File: src/sv/nearest_timestamp_stereo_imu_sync_top_assert.svh
// Assertion macros for the stereo IMU sync block; empty under synthesis.
`ifndef NEAREST_TIMESTAMP_STEREO_IMU_SYNC_TOP_ASSERT_SVH
`define NEAREST_TIMESTAMP_STEREO_IMU_SYNC_TOP_ASSERT_SVH
`ifndef SYNTHESIS
// same-cycle implication
`define NTS_ASSERT_IMP(lbl, clk, rst, ante, cons) \
   lbl: assert property (@(posedge clk) disable iff (rst) (ante) |-> (cons)) \
      else $error("nts same-cycle check failed");
// next-cycle implication
`define NTS_ASSERT_NXT(lbl, clk, rst, ante, cons) \
   lbl: assert property (@(posedge clk) disable iff (rst) (ante) |=> (cons)) \
      else $error("nts next-cycle check failed");
`else
`define NTS_ASSERT_IMP(lbl, clk, rst, ante, cons)
`define NTS_ASSERT_NXT(lbl, clk, rst, ante, cons)
`endif
`endif

File: src/sv/nts_pkg.sv
// Shared types, constants and slot helpers for the stereo IMU sync block.
`default_nettype none

package nts_pkg;

   // queue geometry
   localparam int QUEUE_DEPTH = 16;
   localparam int QIDX_W      = $clog2(QUEUE_DEPTH);
   localparam int CNT_W       = $clog2(QUEUE_DEPTH + 1);
   localparam int MEM_AW      = QIDX_W + 1;
   localparam int MEM_DEPTH   = 2 ** MEM_AW;

   // field widths
   localparam int STAMP_W = 48;
   localparam int TAG_W   = 32;
   localparam int CSR_W   = 32;
   localparam int ENTRY_W = STAMP_W + TAG_W;

   // item modes
   localparam logic [1:0] MODE_IMU   = 2'd0;
   localparam logic [1:0] MODE_LEFT  = 2'd1;
   localparam logic [1:0] MODE_RIGHT = 2'd2;

   // register indexes
   localparam logic CSR_MAX_OFFSET = 1'b0;
   localparam logic CSR_MAX_AGE    = 1'b1;

   // register reset values
   localparam logic [CSR_W-1:0] MAX_OFFSET_RST = CSR_W'(10000);
   localparam logic [CSR_W-1:0] MAX_AGE_RST    = CSR_W'(1000000);

   // queue sides
   localparam logic SIDE_LEFT  = 1'b0;
   localparam logic SIDE_RIGHT = 1'b1;

   typedef struct packed {
      logic [1:0]         mode;
      logic [STAMP_W-1:0] stamp;
      logic [TAG_W-1:0]   tag;
   } req_type;

   typedef struct packed {
      logic [STAMP_W-1:0] imu_stamp;
      logic [TAG_W-1:0]   imu_tag;
      logic               both_found;
      logic [TAG_W-1:0]   left_tag;
      logic [STAMP_W-1:0] left_stamp;
      logic [TAG_W-1:0]   right_tag;
      logic [STAMP_W-1:0] right_stamp;
   } rsp_type;

   // slot after s, wrapping at the queue depth
   function automatic logic [QIDX_W-1:0] next_slot(input logic [QIDX_W-1:0] s);
      if (s == QIDX_W'(QUEUE_DEPTH - 1)) begin
         return '0;
      end
      return s + QIDX_W'(1);
   endfunction

   // slot of entry cnt counted from head, wrapping at the queue depth
   function automatic logic [QIDX_W-1:0] tail_slot(input logic [QIDX_W-1:0] head,
                                                   input logic [CNT_W-1:0]  cnt);
      logic [QIDX_W:0] sum;
      sum = {1'b0, head} + (QIDX_W+1)'(cnt);
      if (sum >= (QIDX_W+1)'(QUEUE_DEPTH)) begin
         sum = sum - (QIDX_W+1)'(QUEUE_DEPTH);
      end
      return sum[QIDX_W-1:0];
   endfunction

endpackage

`default_nettype wire

File: src/sv/nearest_timestamp_stereo_imu_sync_top.sv
// Stereo frame to IMU nearest-timestamp synchronizer: top level.
//
// Usage: frames (mode left or right) and IMU samples (mode IMU) enter on the
// req_ channel (valid/ready). A frame item is written into its side's queue
// in the accept cycle and gives no result; a full queue drops its oldest
// frame. An IMU item scans the left queue for the nearest frame, prunes stale
// frames from its oldest end, then does the same on the right, and puts one
// item on the rsp_ channel. A mode 3 item is taken and dropped.
// An IMU item walks each queue through the single read port of the shared
// frame memory and the one gap/compare unit, with a read state and a compare
// state for every scanned entry and every pruned entry.
// req_ready is high only while the sequencer is idle; the result sits in an
// output register, so the next item may be taken while it waits. If the
// receiver stalls and a second result is ready, the sequencer holds it until
// the output register frees.
// Reset (synchronous, active high) empties both queues, clears rsp_valid
// and loads the register defaults. csr_ writes take effect at once.
`default_nettype none

`include "nearest_timestamp_stereo_imu_sync_top_assert.svh"

module nearest_timestamp_stereo_imu_sync_top
   import nts_pkg::*;
(
   input  wire logic             clock,
   input  wire logic             reset,
   // input items
   input  wire logic             req_valid,
   output      logic             req_ready,
   input  wire req_type          req_data,
   // result items
   output      logic             rsp_valid,
   input  wire logic             rsp_ready,
   output      rsp_type          rsp_data,
   // register writes
   input  wire logic             csr_we,
   input  wire logic             csr_index,
   input  wire logic [CSR_W-1:0] csr_wdata
);

   typedef enum logic [2:0] {
      ST_IDLE,
      ST_SCAN_RD,
      ST_SCAN_CMP,
      ST_PRUNE_RD,
      ST_PRUNE_CMP,
      ST_DONE
   } state_type;

   // control state
   state_type          state_ff, state_in;
   logic               side_ff, side_in;
   logic [QIDX_W-1:0]  ptr_ff, ptr_in;
   logic [CNT_W-1:0]   k_ff, k_in;
   logic               have_ff, have_in;
   logic [QIDX_W-1:0]  l_head_ff, l_head_in, r_head_ff, r_head_in;
   logic [CNT_W-1:0]   l_cnt_ff, l_cnt_in, r_cnt_ff, r_cnt_in;
   logic               l_ok_ff, l_ok_in, r_ok_ff, r_ok_in;
   logic               rsp_valid_ff, rsp_valid_in;
   logic [CSR_W-1:0]   offset_ff, offset_in, age_ff, age_in;

   // payload state
   logic [STAMP_W-1:0] best_ff, best_in;
   logic [STAMP_W-1:0] imu_stamp_ff, imu_stamp_in;
   logic [TAG_W-1:0]   imu_tag_ff, imu_tag_in;
   logic [STAMP_W-1:0] l_stamp_ff, l_stamp_in, r_stamp_ff, r_stamp_in;
   logic [TAG_W-1:0]   l_tag_ff, l_tag_in, r_tag_ff, r_tag_in;
   rsp_type            rsp_data_ff, rsp_data_in;

   // frame memory: both queues, side bit on top of the address
   logic [ENTRY_W-1:0] mem [MEM_DEPTH];
   logic [ENTRY_W-1:0] rd_data_ff;
   logic [MEM_AW-1:0]  rd_addr;
   logic [MEM_AW-1:0]  wr_addr;
   logic [ENTRY_W-1:0] wr_data;
   logic               wr_en;

   // shared gap unit
   logic [STAMP_W-1:0] ent_stamp;
   logic [TAG_W-1:0]   ent_tag;
   logic [STAMP_W:0]   diff_up;
   logic               frame_newer;
   logic [STAMP_W-1:0] gap;
   logic               closer;
   logic               stale;
   logic               in_offset;

   // current side views
   logic [QIDX_W-1:0]  cur_head;
   logic [CNT_W-1:0]   cur_cnt;
   logic               l_full, r_full;

   // check terms
   logic               chk_cnt_ok;
   logic               chk_head_ok;
   logic               chk_imu_take;
   logic               chk_rsp_zero;

   assign cur_head = side_ff ? r_head_ff : l_head_ff;
   assign cur_cnt  = side_ff ? r_cnt_ff  : l_cnt_ff;
   assign l_full   = (l_cnt_ff == CNT_W'(QUEUE_DEPTH));
   assign r_full   = (r_cnt_ff == CNT_W'(QUEUE_DEPTH));

   assign ent_stamp   = rd_data_ff[ENTRY_W-1 -: STAMP_W];
   assign ent_tag     = rd_data_ff[TAG_W-1:0];
   assign diff_up     = {1'b0, imu_stamp_ff} - {1'b0, ent_stamp};
   assign frame_newer = diff_up[STAMP_W];
   assign gap         = frame_newer ? (ent_stamp - imu_stamp_ff) : diff_up[STAMP_W-1:0];
   assign closer      = !have_ff || (gap < best_ff);
   assign stale       = !frame_newer && (gap > STAMP_W'(age_ff));
   assign in_offset   = have_ff && (best_ff <= STAMP_W'(offset_ff));

   assign rd_addr = {side_ff, (state_ff == ST_PRUNE_RD) ? cur_head : ptr_ff};

   assign req_ready = (state_ff == ST_IDLE);
   assign rsp_valid = rsp_valid_ff;
   assign rsp_data  = rsp_data_ff;

   // frame memory ports
   always_ff @(posedge clock) begin
      if (wr_en) begin
         mem[wr_addr] <= wr_data;
      end
      rd_data_ff <= mem[rd_addr];
   end

   // sequencer next state
   always_comb begin
      state_in     = state_ff;
      side_in      = side_ff;
      ptr_in       = ptr_ff;
      k_in         = k_ff;
      have_in      = have_ff;
      best_in      = best_ff;
      l_head_in    = l_head_ff;
      r_head_in    = r_head_ff;
      l_cnt_in     = l_cnt_ff;
      r_cnt_in     = r_cnt_ff;
      l_ok_in      = l_ok_ff;
      r_ok_in      = r_ok_ff;
      l_stamp_in   = l_stamp_ff;
      r_stamp_in   = r_stamp_ff;
      l_tag_in     = l_tag_ff;
      r_tag_in     = r_tag_ff;
      imu_stamp_in = imu_stamp_ff;
      imu_tag_in   = imu_tag_ff;
      offset_in    = offset_ff;
      age_in       = age_ff;
      rsp_data_in  = rsp_data_ff;
      rsp_valid_in = rsp_valid_ff && !rsp_ready;
      wr_en        = 1'b0;
      wr_addr      = '0;
      wr_data      = {req_data.stamp, req_data.tag};

      // register writes
      if (csr_we) begin
         case (csr_index)
            CSR_MAX_OFFSET: offset_in = csr_wdata;
            CSR_MAX_AGE:    age_in    = csr_wdata;
            default:        ;
         endcase
      end

      case (state_ff)
         ST_IDLE: begin
            if (req_valid) begin
               case (req_data.mode)
                  MODE_LEFT: begin
                     wr_en   = 1'b1;
                     wr_addr = {SIDE_LEFT, l_full ? l_head_ff : tail_slot(l_head_ff, l_cnt_ff)};
                     if (l_full) begin
                        l_head_in = next_slot(l_head_ff);
                     end else begin
                        l_cnt_in = l_cnt_ff + CNT_W'(1);
                     end
                  end
                  MODE_RIGHT: begin
                     wr_en   = 1'b1;
                     wr_addr = {SIDE_RIGHT, r_full ? r_head_ff : tail_slot(r_head_ff, r_cnt_ff)};
                     if (r_full) begin
                        r_head_in = next_slot(r_head_ff);
                     end else begin
                        r_cnt_in = r_cnt_ff + CNT_W'(1);
                     end
                  end
                  MODE_IMU: begin
                     imu_stamp_in = req_data.stamp;
                     imu_tag_in   = req_data.tag;
                     side_in      = SIDE_LEFT;
                     ptr_in       = l_head_ff;
                     k_in         = '0;
                     have_in      = 1'b0;
                     state_in     = ST_SCAN_RD;
                  end
                  default: ;
               endcase
            end
         end

         // read entry k, or close the scan of this side
         ST_SCAN_RD: begin
            if (k_ff == cur_cnt) begin
               if (side_ff == SIDE_RIGHT) begin
                  r_ok_in = in_offset;
               end else begin
                  l_ok_in = in_offset;
               end
               state_in = ST_PRUNE_RD;
            end else begin
               state_in = ST_SCAN_CMP;
            end
         end

         // keep the nearest entry; strict compare keeps the oldest on a tie
         ST_SCAN_CMP: begin
            if (closer) begin
               have_in = 1'b1;
               best_in = gap;
               if (side_ff == SIDE_RIGHT) begin
                  r_stamp_in = ent_stamp;
                  r_tag_in   = ent_tag;
               end else begin
                  l_stamp_in = ent_stamp;
                  l_tag_in   = ent_tag;
               end
            end
            ptr_in   = next_slot(ptr_ff);
            k_in     = k_ff + CNT_W'(1);
            state_in = ST_SCAN_RD;
         end

         // read the oldest entry, or move on when the side is empty
         ST_PRUNE_RD: begin
            if (cur_cnt == '0) begin
               if (side_ff == SIDE_RIGHT) begin
                  state_in = ST_DONE;
               end else begin
                  side_in  = SIDE_RIGHT;
                  ptr_in   = r_head_ff;
                  k_in     = '0;
                  have_in  = 1'b0;
                  state_in = ST_SCAN_RD;
               end
            end else begin
               state_in = ST_PRUNE_CMP;
            end
         end

         // drop a stale oldest entry; stop at the first fresh one
         ST_PRUNE_CMP: begin
            if (stale) begin
               if (side_ff == SIDE_RIGHT) begin
                  r_head_in = next_slot(r_head_ff);
                  r_cnt_in  = r_cnt_ff - CNT_W'(1);
               end else begin
                  l_head_in = next_slot(l_head_ff);
                  l_cnt_in  = l_cnt_ff - CNT_W'(1);
               end
               state_in = ST_PRUNE_RD;
            end else if (side_ff == SIDE_RIGHT) begin
               state_in = ST_DONE;
            end else begin
               side_in  = SIDE_RIGHT;
               ptr_in   = r_head_ff;
               k_in     = '0;
               have_in  = 1'b0;
               state_in = ST_SCAN_RD;
            end
         end

         // load the output register once it is free
         ST_DONE: begin
            if (!rsp_valid_ff || rsp_ready) begin
               rsp_valid_in           = 1'b1;
               rsp_data_in.imu_stamp  = imu_stamp_ff;
               rsp_data_in.imu_tag    = imu_tag_ff;
               rsp_data_in.both_found = l_ok_ff && r_ok_ff;
               rsp_data_in.left_tag   = (l_ok_ff && r_ok_ff) ? l_tag_ff   : '0;
               rsp_data_in.left_stamp = (l_ok_ff && r_ok_ff) ? l_stamp_ff : '0;
               rsp_data_in.right_tag  = (l_ok_ff && r_ok_ff) ? r_tag_ff   : '0;
               rsp_data_in.right_stamp = (l_ok_ff && r_ok_ff) ? r_stamp_ff : '0;
               state_in               = ST_IDLE;
            end
         end

         default: state_in = ST_IDLE;
      endcase
   end

   // state and registered outputs
   always_ff @(posedge clock) begin
      if (reset) begin
         state_ff     <= ST_IDLE;
         side_ff      <= SIDE_LEFT;
         ptr_ff       <= '0;
         k_ff         <= '0;
         have_ff      <= 1'b0;
         l_head_ff    <= '0;
         r_head_ff    <= '0;
         l_cnt_ff     <= '0;
         r_cnt_ff     <= '0;
         l_ok_ff      <= 1'b0;
         r_ok_ff      <= 1'b0;
         rsp_valid_ff <= 1'b0;
         offset_ff    <= MAX_OFFSET_RST;
         age_ff       <= MAX_AGE_RST;
      end else begin
         state_ff     <= state_in;
         side_ff      <= side_in;
         ptr_ff       <= ptr_in;
         k_ff         <= k_in;
         have_ff      <= have_in;
         l_head_ff    <= l_head_in;
         r_head_ff    <= r_head_in;
         l_cnt_ff     <= l_cnt_in;
         r_cnt_ff     <= r_cnt_in;
         l_ok_ff      <= l_ok_in;
         r_ok_ff      <= r_ok_in;
         rsp_valid_ff <= rsp_valid_in;
         offset_ff    <= offset_in;
         age_ff       <= age_in;
      end
      best_ff      <= best_in;
      imu_stamp_ff <= imu_stamp_in;
      imu_tag_ff   <= imu_tag_in;
      l_stamp_ff   <= l_stamp_in;
      r_stamp_ff   <= r_stamp_in;
      l_tag_ff     <= l_tag_in;
      r_tag_ff     <= r_tag_in;
      rsp_data_ff  <= rsp_data_in;
   end

   // check terms
   assign chk_cnt_ok   = (l_cnt_ff <= CNT_W'(QUEUE_DEPTH)) && (r_cnt_ff <= CNT_W'(QUEUE_DEPTH));
   assign chk_head_ok  = (l_head_ff < QIDX_W'(QUEUE_DEPTH - 1)) ||
                         (l_head_ff == QIDX_W'(QUEUE_DEPTH - 1));
   assign chk_imu_take = req_valid && req_ready && (req_data.mode == MODE_IMU);
   assign chk_rsp_zero = (rsp_data_ff.left_tag == '0) && (rsp_data_ff.right_tag == '0) &&
                         (rsp_data_ff.left_stamp == '0) && (rsp_data_ff.right_stamp == '0);

   // checks
   `NTS_ASSERT_IMP(a_cnt_bound, clock, reset, 1'b1, chk_cnt_ok)
   `NTS_ASSERT_IMP(a_head_bound, clock, reset, 1'b1, chk_head_ok)
   `NTS_ASSERT_NXT(a_imu_starts, clock, reset, chk_imu_take, state_ff == ST_SCAN_RD)
   `NTS_ASSERT_IMP(a_partial_zero, clock, reset, rsp_valid_ff && !rsp_data_ff.both_found, chk_rsp_zero)
   `NTS_ASSERT_IMP(a_scan_range, clock, reset, state_ff == ST_SCAN_CMP, k_ff < cur_cnt)

endmodule

`default_nettype wire
File: config.mk
export PLATFORM = sky130hd
export DESIGN_NAME = nearest_timestamp_stereo_imu_sync_top
export DESIGN_NICKNAME = d
export VERILOG_FILES = /design/src/sv/nts_pkg.sv /design/src/sv/nearest_timestamp_stereo_imu_sync_top.sv
export VERILOG_INCLUDE_DIRS = /design/src /design/src/sv
export SDC_FILE = /design/constraint.sdc
export NUM_CORES = 2
export LEC_CHECK = 0
export BUFFER_PORTS_ARGS = -buffer_cell sky130_fd_sc_hd__buf_2
export CORE_MARGIN = 4
export CORE_UTILIZATION = 65
export CTS_BUF_LIST = sky130_fd_sc_hd__clkbuf_4 sky130_fd_sc_hd__clkbuf_8 sky130_fd_sc_hd__clkbuf_16
export CTS_CLUSTER_DIAMETER = 120
export DETAILED_ROUTE_END_ITERATION = 10
export PLACE_DENSITY = 0.83
export RECOVER_POWER = 100
export SYNTH_ARGS = -nofsm -noshare
export SYNTH_HDL_FRONTEND = slang
export SYNTH_SLANG_ARGS = --single-unit
File: constraint.sdc
create_clock -name clock -period 23.7 [get_ports clock]
set_input_delay 4.74 -clock clock [delete_from_list [all_inputs] [get_ports clock]]
set_output_delay 4.74 -clock clock [all_outputs]
set_load 0.01 [all_outputs]
## Yosys cells after proc, flatten, opt, wreduce, memory -nomap -nowiden

Memory sizes are Yosys's and may differ from the RTL's. A register that Yosys moved wholly into a read port is not among the register bits.
Index checks and enable logic that the tools add are counted.

| operators by class | value |
|---|---|
| add/subtract/negate cells | 14 |
| $lt $le $gt $ge | 5 |
| equality and inequality tests | 28 |
| muxes and demuxes | 98 |
| bitwise gates (word level) | 2 |
| reduce and logical (&&, ||, !) cells | 34 |

Operator list:

| kind | count |
|---|---|
| $mux W4 | 29 |
| $mux W5 | 18 |
| $sub A48 B48 Y49 | 1 |
| $gt A48 B32 Y1 | 1 |
| $le A48 B32 Y1 | 1 |
| $lt A48 B48 Y1 | 1 |
| $mux W48 | 1 |
| $sub A48 B48 Y48 | 1 |
| $mux W1 | 34 |
| $pmux W5 S2 | 3 |
| $reduce_and A6 Y1 | 5 |
| $pmux W5 S4 | 1 |
| $mux W3 | 6 |
| $ne A2 B2 Y1 const B | 9 |
| $pmux W3 S6 | 1 |
| $reduce_and A3 Y1 | 6 |
| $pmux W4 S2 | 2 |
| $pmux W4 S4 | 1 |
| $add A5 B1 Y5 const B | 3 |
| $add A4 B1 Y4 const B | 3 |
| $eq A4 B4 Y1 const B | 3 |
| $ne A2 B1 Y1 const B | 6 |
| $add A4 B5 Y5 | 2 |
| $eq A5 B5 Y1 const B | 2 |
| 24 further kinds | 41 |

| storage, ports and cells | value |
|---|---|
| flip-flop bits (word level) | 628 |
| memory bits (writable) | 2560 |
| input bits | 120 |
| output and inout bits | 243 |
| word-level logic and storage cells | 210 |
| memories kept | 1 |

Memory list:

| memory | depth | width | rd ports | clocked after memory_dff | wr ports | RTL line | source |
|---|---|---|---|---|---|---|---|
| mem | 32 | 80 | 1 | 1 | 1 | nearest_timestamp_stereo_imu_sync_top.sv:71 | `logic [ENTRY_W-1:0] mem [MEM_DEPTH];` |

## Logic depth before layout (Yosys ltp)

| logic depth | value |
|---|---|
| depth in word-level cells | 11 |
| gate-level depth with buffers | 32 |
| gate-level depth less buffers | 29 |

## Least setup slack after synthesis

No wires, ideal clock.

| timing | value |
|---|---|
| path type | input-to-reg |
| from | input port rsp_ready |
| to | register rsp_data_ff (netlist bit rsp_data[0]) (enable) |
| arrival | 15.441 ns |
| setup slack | 7.384 ns |
| stages | 2 |
| path buffers | 0 |
| path through | nand2b_1 -> nor2b_1 |

| on the way | value |
|---|---|
| word-level cells in the longest chain between the ends | 2 |

Ends and longest elaborated chain:

| what | RTL line | source |
|---|---|---|
| start: declaration | nearest_timestamp_stereo_imu_sync_top.sv:33 | `input wire logic rsp_ready,` |
| $logic_or A1 B1 Y1 | nearest_timestamp_stereo_imu_sync_top.sv:273 | `if (!rsp_valid_ff \|\| rsp_ready) begin` |
| $reduce_and A2 Y1 (no line) | - |  |
| end signal: assignment | nearest_timestamp_stereo_imu_sync_top.sv:330 | `rsp_data_ff <= rsp_data_in;` |
| end: declaration | nearest_timestamp_stereo_imu_sync_top.sv:68 | `rsp_type rsp_data_ff, rsp_data_in;` |

No other way between the ends.
A chain may end at the register's enable or synchronous reset.

## Final worst setup path

| timing | value |
|---|---|
| from | register state_ff[1] |
| to | register rd_data_ff[28], read port of mem |

| on the way | value |
|---|---|
| word-level cells in the longest chain between the ends | 2 |

Ends and longest elaborated chain:

| what | RTL line | source |
|---|---|---|
| start: declaration | nearest_timestamp_stereo_imu_sync_top.sv:51 | `state_type state_ff, state_in;` |
| start signal: assignment | nearest_timestamp_stereo_imu_sync_top.sv:308 | `state_ff <= state_in;` |
| $eq A3 B2 Y1 | nearest_timestamp_stereo_imu_sync_top.sv:113 | `assign rd_addr = {side_ff, (state_ff == ST_PRUNE_RD) ? cur_head : ptr_ff};` |
| $mux W4 | nearest_timestamp_stereo_imu_sync_top.sv:113 |  |
| end: declaration | nearest_timestamp_stereo_imu_sync_top.sv:72 | `logic [ENTRY_W-1:0] rd_data_ff;` |

No other way between the ends.

==> results by group <==
Power
  • Leakage power total: about 51 nW
  • PD cells: 89.9 mW/mm^2
  • VDD IR max: 0.110 mV

Cells and area
  • Multi-input gate area in the final layout: approximately 0.031 mm^2
  • Post-Route Utilization: 0.730
  • Final nets: 7474
  • Filler cell count: ~11k
  • Area grow syn2layout: 11.4%
  • Finished Cell Area: 0.144 mm^2
  • Share of cells above drive strength 1: 0.181
  • FF/Latch Area: just under 0.1 mm^2

Critical path
  • Startpoint Class: register
  • Worst Setup Path Type: reg2reg
  • Worst reg2reg path depth: 11
  • Worst-path cell chain: nand3b_1 > a21oi_1 > clkbuf_1 > clkbuf_1 > clkbuf_1 > buf_12 > buf_4 > mux4_2 > mux2i_1 > mux4_2 > inv_1
  • Worst Path Arrival: 15.44 ns
  • CP max stage cell: clkbuf_1
  • Largest stage delay, worst path: ~2.6 ns
  • Critical Path RT: 24.53 ns
  • Critical path endpoint category: register
  • Reg2reg start: state_ff[1]
  • Crit path from: state_ff[1]
  • Reg-to-reg setup timing slack: 9.09 ns
  • Top cell by count, worst path: clkbuf_1
  • WP buf/inv: 6
  • Kind of cell adding the most delay to the critical path: buffers and inverters
  • FF-to-FF End: rd_data_ff[28]
  • Worst-path fanout max: 106

STA
  • Fmax: 68.4 MHz
  • Unrepaired setup endpoints after global routing: no
  • Worst clock skew: 0.104 ns
  • Worst hold slack: ~0.4 ns
  • Max Slew Vio Count: 6633
  • Measured slew at the worst slew-check pin: 8.08 ns
  • Crit share post-route: 0.617
  • Final setup viols: 0
  • Setup TNS Final: 0 ns
  • Minimum clock period after layout: 14.61 ns
  • Rel. slew slack: -4.39
  • Endpoints failing hold: 0

Placed design
  • IO Port Bufs: 362
  • Gpl congestion: 0.959
  • Placed inst area: between 0.1 and 0.15 mm^2
  • Final HPWL DP: between 200000 and 250000 um

GRT
  • Antenna violations before repair: 70
  • First-pass GRT wire length: 566000 um
  • Total GRT Usage: 0.393
  • Overflow after GRT: 0
  • Pin count of the biggest net entering global routing: 139
  • Vias in the first global route: 72.7k

Logic synthesis
  • Simple-gate portion of the synthesized area: 0.0294
  • Asr flop ratio synth: 0
  • Post-Syn Area: 0.130 mm^2
  • Post-Synth XOR/XNOR Area: 0.00446
  • Gate Count Post-Synth: 6639
  • Synth top area share: 0.716
  • Count of cell types in the netlist: 75
  • Main combinational cell family by area after synthesis: multiplexers
  • Area share of fa/ha/maj cells after synthesis: 0.0227
  • Post-synth EDFFs: 3089
  • Register area share after synthesis: 0.743
  • Mapped Avg Cell Area: between 15 and 20 um^2
  • Syn_nets: between 6k and 7k
  • Post-synth top area cell: edfxtp_1
  • Synth area leaders: edfxtp_1, mux4_2, mux2i_1, dfxtp_1, ha_1
  • Mux share of post-synthesis cell area: 0.153
  • Compound-Gate Fraction of Synth Area: 0.0283
  • Synth warn: 0
  • Post-synth top flop: edfxtp_1
  • Top-count cell post-synth: edfxtp_1
  • Register bit total from synthesis: 3268
  • Commonest cells in the netlist: edfxtp_1, mux4_2, mux2i_1, inv_1, a21oi_1

Floorplanning
  • Row Count: 163
  • Core Box Area: 0.198 mm^2
  • Die ar.: 0.207 mm^2
  • Initial Util: 0.655
  • Die Y: about 450 um
  • Boundary pin count: 363
  • Die Width: between 400 and 500 um

Worst hold path
  • Hold crit path type: reg2reg
  • Min-delay src: rd_data_ff[21]
  • Worst Hold Path EP: l_tag_ff[21]
  • Worst hold stages: 0

Clocking
  • Root Buffer: clkbuf_16
  • Clk_lat worst skew: 0.98 ns
  • TritonCTS clock tree: built
  • Post-cts sizing count: 0
  • # hold bufs at CTS: 0
  • Clock-pin slew on the worst setup and hold paths: 0.07 ns
  • CTS Buf Count: between 300 and 400
  • H-tree Lvls: 5
  • Number of buffers added for setup after CTS: 0
  • Clock Path Buffers: 4
  • Clock Sinks: about 3.3k

Run status
  • Outcome: finished, violations left
  • Failing checks: capacitance limit, slew limit

Job
  • Max Cap Violations: 171

Routing
  • WL final: 402000 um
  • Drt pass-1 iters: 9
  • Routed via count: 73.2k
  • WL per Instance: 40.0 um
  • DRT iter0 DRCs: 14.0k
  • DRC: 0
  • Post-route ant nets: 0
  • Drt via density: 7.28
## how the worst max path moves through the flow
stage                           to  slack, ns  cells past startpoint
detailed placement     mem[14][68]      14.59                      7
finish              rd_data_ff[28]       9.09                     11
global route        rd_data_ff[21]       7.48                     11
global placement       mem[10][12]      14.91                      7
floorplan              rsp_data[0]       7.38                      2
CTS                    mem[10][13]      15.24                      7
## cells by family after synthesis
family,Yosys count
fa+ha+maj,231
flops,3268
compound gates,594
xor+xnor,66
buf+inv,638
simple gates,760
mux,1082
## cells in the final DEF (no fill, tap or decap), drive strengths merged, types with 17 or more instances in the layout
master,n
edfxtp,3089
clkbuf,817
mux4,720
mux2i,359
inv,331
a21oi,250
nand2,227
ha,225
dfxtp,179
and3,168
nor2,154
clkinv,124
o21ai,118
buf,66
a21o,54
nand4,46
xnor2,45
diode,38
nand3,36
nand2b,24
bufinv,24
a211oi,22
nor2b,22
xor2,21
o21a,20
nor3,20
a31oi,17
## layout make-up
class / instances / share of cell area
multi-input combinational: 2733 / 0.214
tap: 2640 / 0.0229
inverter: 321 / 0.00838
sequential: 3268 / 0.667
clock buffer: 415 / 0.0629
timing repair buffer: 468 / 0.0137
antenna: 38 / 0.000659
clock inverter: 173 / 0.0107
## metal layers
layer,up-vias,GRT usage,wire length (um),part of all wire
met5,-,0.00280,471,0.0012
met4,46,0.186,25100,0.062
met3,1434,0.128,61300,0.15
met2,7398,0.603,188000,0.47
met1,36631,0.520,127000,0.32
li1,27688,-,-,-
## report_power, final
| part | internal [mW] | switching (mW) | leakage [nW] |
|---|---|---|---|
| Combinational | 0.417 | 0.824 | 16.3 |
| Clock | 2.98 | 2.28 | 5.29 |
| Sequential | 6.41 | 0.0594 | 29.0 |
## per-stage QoR
stage                     cells  total power, mW  setup WS [ns]
after floorplan            6639             7.28           7.38
after global placement     9430             7.73          14.91
after detailed placement   9430             7.76          14.59
after CTS                 10018             13.0          15.24
after global routing      10038             13.3           7.48
final                     10056             13.0           9.09
## flip-flops by register name, summed over array words and instances (netlist names), 5 cells and up
name and flops:
mem 2560, l_cnt_ff 5, r_cnt_ff 5, imu_stamp_ff 48, r_tag_ff 32, rsp_data 241, best_ff 48, rd_data_ff 80
k_ff 5, r_stamp_ff 48, l_stamp_ff 48, age_ff 32, offset_ff 32, l_tag_ff 32, imu_tag_ff 32
Power figures use the tool's default switching activity.
